<file path="config.mk">
export PLATFORM = sky130hd
export DESIGN_NAME = vrt_packet_deframer_channel_tagger_top
export DESIGN_NICKNAME = d
export VERILOG_FILES = /design/src/sv/vrtdf_pkg.sv /design/src/sv/vrt_packet_deframer_channel_tagger_top.sv
export SDC_FILE = /design/constraint.sdc
export NUM_CORES = 1
export LEC_CHECK = 0
export BUFFER_PORTS_ARGS = -buffer_cell sky130_fd_sc_hd__buf_2
export CELL_PAD_IN_SITES_DETAIL_PLACEMENT = 0
export CELL_PAD_IN_SITES_GLOBAL_PLACEMENT = 2
export CORE_ASPECT_RATIO = 1.75
export CORE_MARGIN = 4
export CORE_UTILIZATION = 40
export CTS_CLUSTER_SIZE = 16
export DETAILED_ROUTE_END_ITERATION = 10
export PLACE_DENSITY_LB_ADDON = 0.1
export SYNTH_ARGS = -nofsm -noshare
export SYNTH_HDL_FRONTEND = slang
export SYNTH_SLANG_ARGS = --single-unit
</file>
<file path="constraint.sdc">
create_clock -name i_clk -period 9.3 [get_ports i_clk]
set_input_delay 0.93 -clock i_clk [delete_from_list [all_inputs] [get_ports i_clk]]
set_output_delay 0.93 -clock i_clk [all_outputs]
set_load 0.03 [all_outputs]
</file>
<file path="src/sv/vrtdf_pkg.sv">
// ----------------------------------------------------------------------------
// vrtdf_pkg
// Shared types and constants for the VRT packet deframer and channel tagger.
// ----------------------------------------------------------------------------
package vrtdf_pkg;

    localparam int CFG_IDX_W  = 3;
    localparam int CFG_DATA_W = 8;
    localparam int BYTE_W     = 8;
    localparam int SID_W      = 32;
    localparam int TICK_W     = 64;
    localparam int SAMP_W     = 14;
    localparam int CHAN_W     = 4;
    localparam int M_TDATA_W  = 120;
    localparam int M_TUSER_W  = 2;

    localparam logic [7:0] HEADER_BYTES_RST = 8'd28;
    localparam logic [7:0] TIME_OFFSET_RST  = 8'd16;
    localparam logic       TIME_ENABLE_RST  = 1'b1;
    localparam logic [4:0] CHAN_COUNT_RST   = 5'd4;
    localparam logic [7:0] PKT_PER_CH_RST   = 8'd8;
    localparam logic       FRAMING_RST      = 1'b0;

    localparam logic [7:0] PKT_PER_CH_DFLT  = 8'd8;

    localparam logic FRAMING_PLANAR      = 1'b0;
    localparam logic FRAMING_INTERLEAVED = 1'b1;

    typedef enum logic [CFG_IDX_W-1:0] {
        CFG_HEADER_BYTES = 3'd0,
        CFG_TIME_OFFSET  = 3'd1,
        CFG_TIME_ENABLE  = 3'd2,
        CFG_CHAN_COUNT   = 3'd3,
        CFG_PKT_PER_CH   = 3'd4,
        CFG_FRAMING_MODE = 3'd5
    } t_cfg_idx;

    typedef struct packed {
        logic              packet_ok;
        logic [SID_W-1:0]  strm_id;
        logic              have_time;
        logic [TICK_W-1:0] time_ticks;
        logic [SAMP_W-1:0] sample_count;
        logic [CHAN_W-1:0] channel;
        logic              group_start;
        logic              grp_end;
    } t_desc;

endpackage

</file>
<file path="src/sv/vrt_packet_deframer_channel_tagger_top.sv">
// A descriptor is registered in the output register, or in the skid entry if held.
// Throughput: one byte per cycle; the two-entry output register keeps bytes
// flowing while a descriptor waits, so the slave side stalls only when both hold one.
// Reset: synchronous, active low; clears all counters and the block timestamp and
// loads the register defaults.
// ----------------------------------------------------------------------------
// vrt_packet_deframer_channel_tagger_top
// Captures stream id and timestamp per packet, checks payload length and tags
// each packet with its channel and group position (planar framing only).
// ----------------------------------------------------------------------------
module vrt_packet_deframer_channel_tagger_top #(
    parameter int LEN_BITS     = 16,
    parameter int MAX_CHANNELS = 16
) (
    input  logic                                i_clk,
    input  logic                                i_rst_n,
    // slave side: tdata = data_byte[7:0]; tlast = last_byte
    input  logic                                i_s_tvalid,
    output logic                                o_s_tready,
    input  logic [vrtdf_pkg::BYTE_W-1:0]        i_s_tdata,
    input  logic                                i_s_tlast,
    // master side
    output logic                                o_m_tvalid,
    input  logic                                i_m_tready,
    // tdata: strm_id[31:0], have_time[32], time_ticks[96:33],
    //        sample_count[110:97], channel[114:111], zero[119:115]
    output logic [vrtdf_pkg::M_TDATA_W-1:0]     o_m_tdata,
    // tuser: packet_ok[0], group_start[1]
    output logic [vrtdf_pkg::M_TUSER_W-1:0]     o_m_tuser,
    output logic                                o_m_tlast,
    // configuration write channel
    input  logic                                i_cfg_valid,
    output logic                                o_cfg_ready,
    input  logic [vrtdf_pkg::CFG_IDX_W-1:0]     i_cfg_index,
    input  logic [vrtdf_pkg::CFG_DATA_W-1:0]    i_cfg_data
);

    localparam int PW   = LEN_BITS + 1;
    localparam int CH_W = (MAX_CHANNELS > 1) ? $clog2(MAX_CHANNELS) : 1;
    localparam int CCW  = ($clog2(MAX_CHANNELS + 1) > 5) ? $clog2(MAX_CHANNELS + 1) : 5;

    // configuration
    logic [7:0] r_header_bytes;
    logic [7:0] r_time_offset;
    logic       r_time_enable;
    logic [4:0] r_chan_count;
    logic [7:0] r_pkt_per_ch;
    logic       r_framing;

    // packet state
    logic [PW-1:0]                 r_byte_pos,   n_byte_pos;
    logic [vrtdf_pkg::SID_W-1:0]   r_id_shift,   n_id_shift;
    logic [vrtdf_pkg::TICK_W-1:0]  r_time_shift, n_time_shift;
    logic [7:0]                    r_group_pos,  n_group_pos;
    logic [CH_W-1:0]               r_chan_pos,   n_chan_pos;
    logic                          r_blk_valid,  n_blk_valid;
    logic [vrtdf_pkg::TICK_W-1:0]  r_blk_time,   n_blk_time;

    // output stage
    logic             r_main_valid, r_skid_valid;
    vrtdf_pkg::t_desc r_main, r_skid;
    vrtdf_pkg::t_desc n_res;

    logic in_fire, out_fire, res_valid;

    logic [PW-1:0]                pos_to, pos_to_end, len, pay;
    logic                         in_id, in_time;
    logic [vrtdf_pkg::SID_W-1:0]  id_nx;
    logic [vrtdf_pkg::TICK_W-1:0] time_nx;
    logic [7:0]                   n_eff, gp_eff, gp_inc;
    logic [CCW-1:0]               cc_ext, cc_eff, cp_ext, cp_eff, cp_inc;
    logic                         len_ok, pkt_ok, have_cap, blk_beg;
    logic [PW+vrtdf_pkg::SAMP_W-1:0] samp_w;

    assign in_fire   = i_s_tvalid && o_s_tready;
    assign out_fire  = r_main_valid && i_m_tready;
    assign res_valid = in_fire && i_s_tlast;

    assign o_s_tready  = !r_skid_valid;
    assign o_cfg_ready = 1'b1;

    always_ff @(posedge i_clk) begin
        if (!i_rst_n) begin
            r_header_bytes <= vrtdf_pkg::HEADER_BYTES_RST;
            r_time_offset  <= vrtdf_pkg::TIME_OFFSET_RST;
            r_time_enable  <= vrtdf_pkg::TIME_ENABLE_RST;
            r_chan_count   <= vrtdf_pkg::CHAN_COUNT_RST;
            r_pkt_per_ch   <= vrtdf_pkg::PKT_PER_CH_RST;
            r_framing      <= vrtdf_pkg::FRAMING_RST;
        end else if (i_cfg_valid) begin
            case (vrtdf_pkg::t_cfg_idx'(i_cfg_index))
                vrtdf_pkg::CFG_HEADER_BYTES: r_header_bytes <= i_cfg_data;
                vrtdf_pkg::CFG_TIME_OFFSET:  r_time_offset  <= i_cfg_data;
                vrtdf_pkg::CFG_TIME_ENABLE:  r_time_enable  <= i_cfg_data[0];
                vrtdf_pkg::CFG_CHAN_COUNT:   r_chan_count   <= i_cfg_data[4:0];
                vrtdf_pkg::CFG_PKT_PER_CH:   r_pkt_per_ch   <= i_cfg_data;
                vrtdf_pkg::CFG_FRAMING_MODE: r_framing      <= i_cfg_data[0];
                default: ;
            endcase
        end
    end

    always_comb begin
        // per-byte capture
        pos_to     = PW'(r_time_offset);
        pos_to_end = pos_to + PW'(8);
        in_id      = (r_byte_pos >= PW'(4)) && (r_byte_pos < PW'(8));
        in_time    = (r_byte_pos >= pos_to) && (r_byte_pos < pos_to_end);
        id_nx      = in_id ? {r_id_shift[vrtdf_pkg::SID_W-9:0], i_s_tdata} : r_id_shift;
        time_nx    = in_time ? {r_time_shift[vrtdf_pkg::TICK_W-9:0], i_s_tdata}
                             : r_time_shift;
        len        = r_byte_pos[PW-1] ? r_byte_pos : r_byte_pos + PW'(1);

        // channel / group counters
        n_eff  = (r_pkt_per_ch == 8'd0) ? vrtdf_pkg::PKT_PER_CH_DFLT : r_pkt_per_ch;
        cc_ext = CCW'(r_chan_count);
        if (cc_ext == CCW'(0))
            cc_eff = CCW'(1);
        else if (cc_ext > CCW'(MAX_CHANNELS))
            cc_eff = CCW'(MAX_CHANNELS);
        else
            cc_eff = cc_ext;
        gp_eff = (r_group_pos >= n_eff) ? 8'd0 : r_group_pos;
        cp_ext = CCW'(r_chan_pos);
        cp_eff = (cp_ext >= cc_eff) ? CCW'(0) : cp_ext;
        gp_inc = gp_eff + 8'd1;
        cp_inc = cp_eff + CCW'(1);
        blk_beg = (gp_eff == 8'd0) && (cp_eff == CCW'(0));

        // length checks
        len_ok   = !len[PW-1] && (len >= PW'(r_header_bytes));
        pay      = len - PW'(r_header_bytes);
        pkt_ok   = len_ok && (pay[1:0] == 2'b00) && (pay[PW-1:2] != '0);
        samp_w   = (PW + vrtdf_pkg::SAMP_W)'(pay) >> 2;
        have_cap = r_time_enable && (len >= pos_to_end);

        n_res.packet_ok    = pkt_ok;
        n_res.strm_id      = (len >= PW'(8)) ? id_nx : '0;
        n_res.have_time    = 1'b0;
        n_res.time_ticks   = '0;
        n_res.sample_count = pkt_ok ? samp_w[vrtdf_pkg::SAMP_W-1:0] : '0;
        n_res.channel      = '0;
        n_res.group_start  = 1'b0;
        n_res.grp_end      = 1'b0;

        n_blk_valid = r_blk_valid;
        n_blk_time  = r_blk_time;
        if (pkt_ok) begin
            if (blk_beg) begin
                n_res.have_time  = have_cap;
                n_res.time_ticks = have_cap ? time_nx : '0;
                n_blk_valid      = have_cap;
                n_blk_time       = have_cap ? time_nx : '0;
            end else begin
                n_res.have_time  = have_cap || r_blk_valid;
                n_res.time_ticks = r_blk_valid ? r_blk_time : (have_cap ? time_nx : '0);
            end
        end

        if (r_framing == vrtdf_pkg::FRAMING_PLANAR) begin
            n_res.channel     = vrtdf_pkg::CHAN_W'(cp_eff);
            n_res.group_start = (gp_eff == 8'd0);
            n_res.grp_end     = (gp_eff == n_eff - 8'd1);
        end

        // next state
        n_byte_pos   = r_byte_pos;
        n_id_shift   = r_id_shift;
        n_time_shift = r_time_shift;
        n_group_pos  = r_group_pos;
        n_chan_pos   = r_chan_pos;
        if (in_fire) begin
            if (i_s_tlast) begin
                n_byte_pos   = '0;
                n_id_shift   = '0;
                n_time_shift = '0;
                if (gp_inc >= n_eff) begin
                    n_group_pos = 8'd0;
                    n_chan_pos  = (cp_inc >= cc_eff) ? '0 : CH_W'(cp_inc);
                end else begin
                    n_group_pos = gp_inc;
                    n_chan_pos  = CH_W'(cp_eff);
                end
            end else begin
                n_byte_pos   = len;
                n_id_shift   = id_nx;
                n_time_shift = time_nx;
            end
        end
        if (!res_valid) begin
            n_blk_valid = r_blk_valid;
            n_blk_time  = r_blk_time;
        end
    end

    always_ff @(posedge i_clk) begin
        if (!i_rst_n) begin
            r_byte_pos   <= '0;
            r_id_shift   <= '0;
            r_time_shift <= '0;
            r_group_pos  <= '0;
            r_chan_pos   <= '0;
            r_blk_valid  <= 1'b0;
            r_blk_time   <= '0;
        end else begin
            r_byte_pos   <= n_byte_pos;
            r_id_shift   <= n_id_shift;
            r_time_shift <= n_time_shift;
            r_group_pos  <= n_group_pos;
            r_chan_pos   <= n_chan_pos;
            r_blk_valid  <= n_blk_valid;
            r_blk_time   <= n_blk_time;
        end
    end

    // output register with skid entry
    always_ff @(posedge i_clk) begin
        if (!i_rst_n) begin
            r_main_valid <= 1'b0;
            r_skid_valid <= 1'b0;
        end else if (r_skid_valid) begin
            if (out_fire)
                r_skid_valid <= 1'b0;
        end else if (res_valid) begin
            if (r_main_valid && !out_fire)
                r_skid_valid <= 1'b1;
            else
                r_main_valid <= 1'b1;
        end else if (out_fire) begin
            r_main_valid <= 1'b0;
        end
    end

    always_ff @(posedge i_clk) begin
        if (r_skid_valid) begin
            if (out_fire)
                r_main <= r_skid;
        end else if (res_valid) begin
            if (r_main_valid && !out_fire)
                r_skid <= n_res;
            else
                r_main <= n_res;
        end
    end

    assign o_m_tvalid = r_main_valid;
    assign o_m_tdata  = {5'd0, r_main.channel, r_main.sample_count, r_main.time_ticks,
                         r_main.have_time, r_main.strm_id};
    assign o_m_tuser  = {r_main.group_start, r_main.packet_ok};
    assign o_m_tlast  = r_main.grp_end;

endmodule

</file>
* After elaboration in Yosys (flattened, before gate mapping)
Cells that the tools add are included.
** Operators by class
- Multiplexer cells :: 32
- Bitwise operators :: 1
- Order comparisons :: 12
- Reduce and logical (&&, ||, !) cells :: 35
- Equality and inequality tests :: 9
- Add/subtract/negate cells :: 6
** Operators with widths (count)
- two-way mux 118 bit :: 4
- two-way mux 64 bit :: 4
- two-way mux 65 bit :: 2
- two-way mux 32 bit :: 3
- >= comparator 17 x 8 -> 1 bit :: 2
- two-way mux 17 bit :: 2
- two-way mux 8 bit :: 3
- adder 17 x 1 -> 17 bit, second input constant :: 1
- >= comparator 17 x 3 -> 1 bit, second input constant :: 1
- >= comparator 17 x 4 -> 1 bit, second input constant :: 1
- >= comparator 17 x 9 -> 1 bit :: 1
- less-than comparator 17 x 4 -> 1 bit, second input constant :: 1
- less-than comparator 17 x 9 -> 1 bit :: 1
- subtractor 17 x 8 -> 17 bit :: 1
- >= comparator 8 bit :: 2
- zero test 8 bit :: 2
- nonzero test 15 bit :: 1
- two-way mux 14 bit :: 1
- AND reduction 2 bit :: 7
- two-way mux 4 bit :: 3
- AND reduction 3 bit :: 4
- logical AND 1 bit :: 11
- zero test 5 bit :: 2
- two-way mux 5 bit :: 2
- other kinds (21) :: 33
** Storage, ports and cells
- Word-level logic and storage cells :: 126
- Output and inout port bits :: 126
- Input bits :: 25
- Register bits after elaboration :: 459

* Longest topological paths before layout
Gate-level depths: netlist of the first run.
- Depth in word-level cells :: 12
- Depth in mapped cells :: 21
- Depth with buffers taken out :: 20

* Least setup slack after synthesis of the first run
OpenSTA, ideal clock, no wires.
- Path type :: input-to-reg
- Start point :: input port i_s_tlast
- End point :: register r_main, in the netlist o_m_tdata[0], enable pin
- Arrival time :: 7284 ps
- Data required time :: 8666 ps
- Cell stages on the path :: 5
- Setup time :: 634 ps
- Setup slack :: 1382 ps
- Cells stage by stage :: clkbuf_1 -> and2_1 -> clkbuf_1 -> a21oi_1 -> a21oi_1
** On the way
- Longest elaborated chain between the ends :: 3
** Ends and longest elaborated chain
- from (decl) :: line vrt_packet_deframer_channel_tagger_top.sv:21 : input logic i_s_tlast,
- logical AND 1 bit :: line vrt_packet_deframer_channel_tagger_top.sv:77 : assign res_valid = in_fire && i_s_tlast;
- nonzero test 2 bit (no line)
- AND reduction 3 bit (no line)
- to (signal assigned) :: line vrt_packet_deframer_channel_tagger_top.sv:237 : r_main <= r_skid;
- to (signal assigned) :: line vrt_packet_deframer_channel_tagger_top.sv:242 : r_main <= n_res;
- to (decl) :: line vrt_packet_deframer_channel_tagger_top.sv:61 : vrtdf_pkg::t_desc r_main, r_skid;
No other way between the ends.
A chain may end at the register's enable or synchronous reset.

==> impl_metrics.toml, run 1 <==
[logic_synthesis]
syn_area_um2 = 22100
synth_cell_types = 83
yosys_most_used_dff = "edfxtp_1"
async_flop_share_pct = 0
synth_edf_count = 236
ys_ff_latch = 459
syn_area_per_cell_um2 = 10.2
synth.top_cell.area_share_pct = 32.0
synth_top_area_cell = "edfxtp_1"
yosysWarnings = 0
syn-instance-count = 2173
ys_seq_area_share_pct = 52.2
synthTopCellsByArea = "edfxtp_1 32%, dfxtp_1 20%, mux2i_1 7.6%, nand2_1 5.7%, ha_1 3.7%"

[grt]
grtUsageTotal_pct = 20.6
grt_start_max_net_pins = 108
grt_pass1_vias = 15800
grt_pass1_wl_mm = 95.6
antenna_found_initial = 6
grt_overflow_total = 0

[clock_network]
cts_tree = "built"
htreeDepth = 2
postCtsSetupRepairBufs = 0
clock_latency_ps = 570
clk_path_buf_depth = 3
cts_resized = 0
clk_pin_slew_worst_paths_ps = 70
cts-root-buf = "clkbuf_16"
cts.sinks = 459
cts_buffers = 44
ctsHoldBuffers = 0

[sta]
fin_worst_skew_ps = 21.9
max_freq_mhz = 187
maxSlewViolCount = 0
finalHoldViolCount = 0
tns_ps = 0
setup_viol = 0
min_period_ps = 5330
rsz0062_at_grt = "no"
period_share_pct = 57.4
tightest_slew_ps = 1130
whs_ps = 460
max-slew-margin-rel_pct = 24.7

[outcome]
status = "finished, final reports clean"

[placed_design]
gp_congestion = 0.837
hpwlAfterDp_mm = 40.7
placement.io_buffers = 144

[die]
start_util_pct = 40.5
rows = 113
fp.coreArea_um2 = 54600
die_y_um = 319
die_x_um = 186
dieArea_um2 = 59300
num_io_pins = 151

[route]
drtAntennaViolNets = 0
wire_per_inst_um = 20.9
viasPerCell = 5.34
drt_iter0_markers = 816
route.detailed.drc = 0
vias = 15800
wl_mm = 61.8
dr.pass1.iters = 5

[worst_setup_path]
crit_path_max_incr_delay_ps = 710
cp_slowest_cell = "buf_4"
r2r_slack_ps = 3970
reg2reg_from = "r_byte_pos[3]"
path_class = "reg -> reg"
cp_cell_sequence = "nand3_1 -> or2_1 -> xnor2_1 -> ha_1 -> a211o_1 -> o311a_1 -> nor4_1 -> a41oi_1 -> a21oi_4 -> inv_2 -> nand3_4 -> buf_4 -> mux2i_1"
reg2reg_depth = 13
endpoint_kind = "flop"
crit_end = "r_blk_time[39]"
start_kind = "flop"
critPathArrivalTime_ps = 5820
required_ps = 9780
startpoint = "r_byte_pos[3]"
cp_max_fo = 39
reg2reg_to = "r_blk_time[39]"

[pwr]
p_per_area_nw_per_um2 = 171
ir_drop_mv = 0.136
p_leak_nw = 9.28

[job]
maxCapViolCount = 0

[final_layout]
drive_gt1_share_pct = 11.9
syn2layout_area_growth_pct = 11.5
nNetsFinal = 2318

[hold_path]
min_path_type = "reg -> reg"
==> sequential cells by signal, indices dropped and copies added (netlist names), 4 cells and up <==
name / count
r_time_offset: 8
o_m_tdata: 115
r_skid: 118
r_blk_time: 64
r_byte_pos: 17
r_group_pos: 8
r_pkt_per_ch: 8
r_time_shift: 64
cc_ext: 5
r_id_shift: 32
r_chan_pos: 4
r_header_bytes: 8
==> cells in the final DEF, fill, tap and decap left out, types with 7 or more instances in the layout <==
master     instances
nand2_1          332
edfxtp_1         236
dfxtp_1          222
mux2i_1          169
nor2_1           161
o21ai_0          154
buf_2            143
and2_1            75
nand2b_1          71
a2bb2oi_1         65
ha_1              65
nor2b_1           52
o31ai_1           51
clkbuf_16         46
inv_1             43
a22oi_1           40
xnor2_1           26
a21oi_1           25
nand3_1           24
a21boi_0          23
buf_4             21
nor3_1            17
xor2_1            15
clkinv_2          13
clkbuf_1          11
o211ai_1           8
nor4_1             8
a22o_1             8
o21a_1             7
nand4_1            7
==> report_power, final <==
| group | internal (mW) | leakage, nW | total, mW | switching (mW) |
|---|---|---|---|---|
| logic | 0.0612 | 4.54 | 0.231 | 0.169 |
| clock network | 1.01 | 0.701 | 1.82 | 0.808 |
| registers | 2.15 | 4.05 | 2.16 | 0.0150 |
==> cell type report <==
cell class	instances	area (um^2)
clock buffer	59	1220
inverter	45	169
clock inverter	23	199
tap	690	863
antenna	4	10.0
fill	5288	29900
multi-input combinational	1513	9770
timing repair buffer	165	893
sequential	459	11600
==> worst min-delay path by stage <==
stage                     slack (ps)  cells after the start        endpoint      startpoint
after CTS                        460                      2   r_blk_time[2]   r_blk_time[2]
after global placement           440                      2  r_blk_time[42]  r_blk_time[42]
after detailed placement         450                      2   r_blk_time[2]   r_blk_time[2]
after global routing             480                      2  r_blk_time[17]  r_blk_time[17]
after floorplan                  440                      2     r_blk_valid     r_blk_valid
final                            460                      2  r_blk_time[62]  r_blk_time[62]
==> cell usage after synthesis, drive strengths merged (53+ instances only) <==
cell type,count
edfxtp,236
nor2,162
nand2,334
clkbuf,110
and2,76
mux2i,169
ha,65
o21ai,157
nand2b,72
dfxtp,223
a2bb2oi,65
nor2b,53
==> cells by family after synthesis <==
logic type / share of synthesized area, %
DFF: 52.2
and+or+nand+nor: 17.4
other: 0.0339
muxes: 7.95
buffers and inverters: 4.11
AOI/OAI and AO/OA: 12.9
xor gates and xnor gates: 1.70
adders and majority gates: 3.68
==> routing by layer <==
layer / vias to the layer above / routed length (um) / GRT usage (%)
met1: 7625 / 24200 / 23.8
met4: 4 / 2020 / 6.84
li1: 7759 / - / -
met5: - / 27 / 0
met2: 311 / 33300 / 38.4
met3: 96 / 2220 / 2.95
==> critical path: cells and delay by family (launching register included) <==
kind | cells | cell delay (ps)
buffers and inverters | 2 | 830
XOR/XNOR | 1 | 310
adder cells (fa/ha/maj) | 1 | 380
flip-flops | 1 | 570
AO/OA/AOI/OAI | 4 | 1190
multiplexers | 1 | 280
AND/OR/NAND/NOR | 4 | 1630
==> through the flow <==
| step | worst slack, ps | cell area, um^2 | power [mW] | util [%] | std cells |
|---|---|---|---|---|---|
| after floorplan | 1380 | 22100 | 2.36 | - | 2177 |
| after global placement | 4130 | 23200 | 2.44 | 42.6 | 2872 |
| after detailed placement | 4000 | 23200 | 2.44 | 42.6 | 2872 |
| after CTS | 3950 | 24700 | 4.27 | 45.2 | 2954 |
| after global routing | 3550 | 24700 | 4.36 | 45.2 | 2954 |
| final | 3970 | 24700 | 4.21 | 45.2 | 2958 |
Note: power is estimated with default switching activity, not from simulation.
==> inputs of run 2 (changes only) <==
- clock period: 9.3 -> 5.58 ns (I/O delays scaled with it)
==> run 2 against run 1 <==
Routed wire length up 0.46%. Cell count up 0.74%. Flip-flop and latch count unchanged. Critical path type unchanged. Highest routed layer unchanged.
==> impl_metrics.toml, run 2 (synthesis gave the netlist of run 1 again) <==
[outcome]
status = "finished, final reports clean"

[clock_network]
clock_latency_ps = 570
clk_pin_slew_worst_paths_ps = 70
cts_resized = 0
cts-root-buf = "clkbuf_16"
postCtsSetupRepairBufs = 0
ctsHoldBuffers = 0
cts_buffers = 45
cts.sinks = 459
htreeDepth = 2
clk_path_buf_depth = 3
cts_tree = "built"

[worst_setup_path]
reg2reg_depth = 18
critPathArrivalTime_ps = 5450
crit_path_max_incr_delay_ps = 620
r2r_slack_ps = 640
start_kind = "flop"
cp.buffers_inverters = 2
cp_cell_sequence = "nor3_1 -> a21oi_1 -> ha_1 -> nor3b_1 -> o21ai_0 -> a21oi_1 -> and2_1 -> inv_1 -> ha_1 -> ha_1 -> a21o_1 -> a21o_1 -> a21oi_1 -> o21ai_0 -> a31oi_1 -> buf_4 -> and3_1 -> a22o_1"
required_ps = 6090
critical_path.top_delay_family = "compound AO/OA/AOI/OAI gates"
path_depth = 18
crit_end = "r_group_pos[2]"
endpoint_kind = "flop"
startpoint = "r_pkt_per_ch[3]"
reg2reg_to = "r_group_pos[2]"
cp_slowest_cell = "nor3_1"
reg2reg_from = "r_pkt_per_ch[3]"
cp_max_fo = 7
path_class = "reg -> reg"

[sta]
tns_ps = 0
period_share_pct = 88.5
rsz0062_at_grt = "no"
fin_worst_skew_ps = 15.5
min_period_ps = 4940
finalHoldViolCount = 0
maxSlewViolCount = 0
max-slew-margin-rel_pct = 27.3
setup_viol = 0
tightest_slew_ps = 1080
whs_ps = 286
max_freq_mhz = 202

[pwr]
p_int_mw = 5.60
p_per_area_nw_per_um2 = 290
comb_power_share_pct = 5.3
total_power_mw = 7.28
p_leak_nw = 9.49
switching_share_pct = 23.1
ir_drop_mv = 0.229
pwr-share-clk_pct = 45.1
p_seq_share_pct = 49.6
switchingPower_mw = 1.68

[job]
maxCapViolCount = 0

[route]
route.detailed.drc = 0
wire_per_inst_um = 20.8
wl_mm = 62.1
dr.pass1.iters = 5
drtAntennaViolNets = 0
drt_iter0_markers = 1014
vias = 15900
viasPerCell = 5.33

[die]
die_x_um = 186
num_io_pins = 151
start_util_pct = 40.5
rows = 113
dieArea_um2 = 59300
fp.coreArea_um2 = 54600
die_y_um = 319

[placed_design]
hpwlAfterDp_mm = 41.2
gp_congestion = 0.850
placement.io_buffers = 144

[final_layout]
largest_register_ffs = 118
nNetsFinal = 2336
syn2layout_area_growth_pct = 13.5
drive_gt1_share_pct = 12.9
layout_common_cells = "332 x nand2_1, 236 x edfxtp_1, 222 x dfxtp_1"
final_common_cell = "nand2_1"
top_register = "r_skid"

[grt]
grt_pass1_vias = 16000
antenna_found_initial = 9
grt_pass1_wl_mm = 95.7
grtUsageTotal_pct = 20.6
grt_overflow_total = 0
grt_start_max_net_pins = 116

[hold_path]
min_path_type = "in -> reg"
==> run 2: cell types whose count changed in the layout (fill, tap and decap cells not counted), moves of 3 or more <==
| cell | change |
|---|---|
| clkbuf_8 | +6 |
| clkbuf_1 | -4 |
| diode_2 | +3 |
| clkbuf_16 | +5 |
| clkinv_1 | -3 |
| buf_12 | +10 |
| buf_4 | +7 |
| clkinv_2 | -5 |
==> run 2: layout make-up <==
type	instances	area, um^2
Antenna cell	7	17.5
Clock buffer	67	1420
Clock inverter	17	178
Fill cell	5208	29500
Inverter	45	169
Multi-Input combinational cell	1513	9770
Sequential cell	459	11600
Tap cell	690	863
Timing Repair Buffer	182	1150
==> run 2: worst reg2reg max path, cell delays in order (launching register included) <==
cell and delay [ps]:
dfxtp_1 370, nor3_1 620, a21oi_1 220, ha_1 310, nor3b_1 180, o21ai_0 200
a21oi_1 460, and2_1 230, inv_1 50, ha_1 280, ha_1 280, a21o_1 160
a21o_1 180, a21oi_1 180, o21ai_0 110, a31oi_1 320, buf_4 210, and3_1 360
a22o_1 180
==> run 2: how the worst min path moves through the flow <==
| stage | from | end | slack, ps | cells past startpoint |
|---|---|---|---|---|
| after detailed placement | r_blk_time[60] | r_blk_time[60] | 450 | 2 |
| after global routing | i_m_tready | r_skid_valid | 270 | 4 |
| after floorplan | r_blk_valid | r_blk_valid | 440 | 2 |
| final | i_m_tready | r_skid_valid | 290 | 4 |
| after CTS | i_m_tready | r_skid_valid | 240 | 4 |
| after global placement | r_blk_time[46] | r_blk_time[46] | 440 | 2 |
==> run 2: metal layers <==
| layer | GRT usage (%) | up-vias | share of wire [%] |
|---|---|---|---|
| met5 | 0 | - | 0.066 |
| met4 | 6.40 | 6 | 3.1 |
| met1 | 23.4 | 7646 | 39 |
| met2 | 38.6 | 319 | 54 |
| li1 | - | 7820 | - |
| met3 | 3.48 | 102 | 4.2 |
==> run 2: stage by stage <==
| stage | cells | cell area, um^2 | setup WS, ps | utilization (%) |
|---|---|---|---|---|
| global route | 2973 | 25100 | 167 | 46.0 |
| global placement | 2889 | 23500 | 459 | 43.1 |
| CTS | 2973 | 25100 | 465 | 46.0 |
| detailed placement | 2889 | 23500 | 491 | 43.1 |
| finish | 2980 | 25100 | 640 | 46.0 |
| floorplan | 2177 | 22100 | 693 | - |
==> run 2: power by group through the flow <==
stage          Clock (mW)  Combinational (mW)  Sequential (mW)
4_1_cts              3.39               0.394             3.61
5_1_grt              3.51               0.417             3.61
3_5_place_dp            0               0.393             3.68
2_1_floorplan           0               0.187             3.75
6_report             3.29               0.385             3.61
3_3_place_gp            0               0.390             3.68
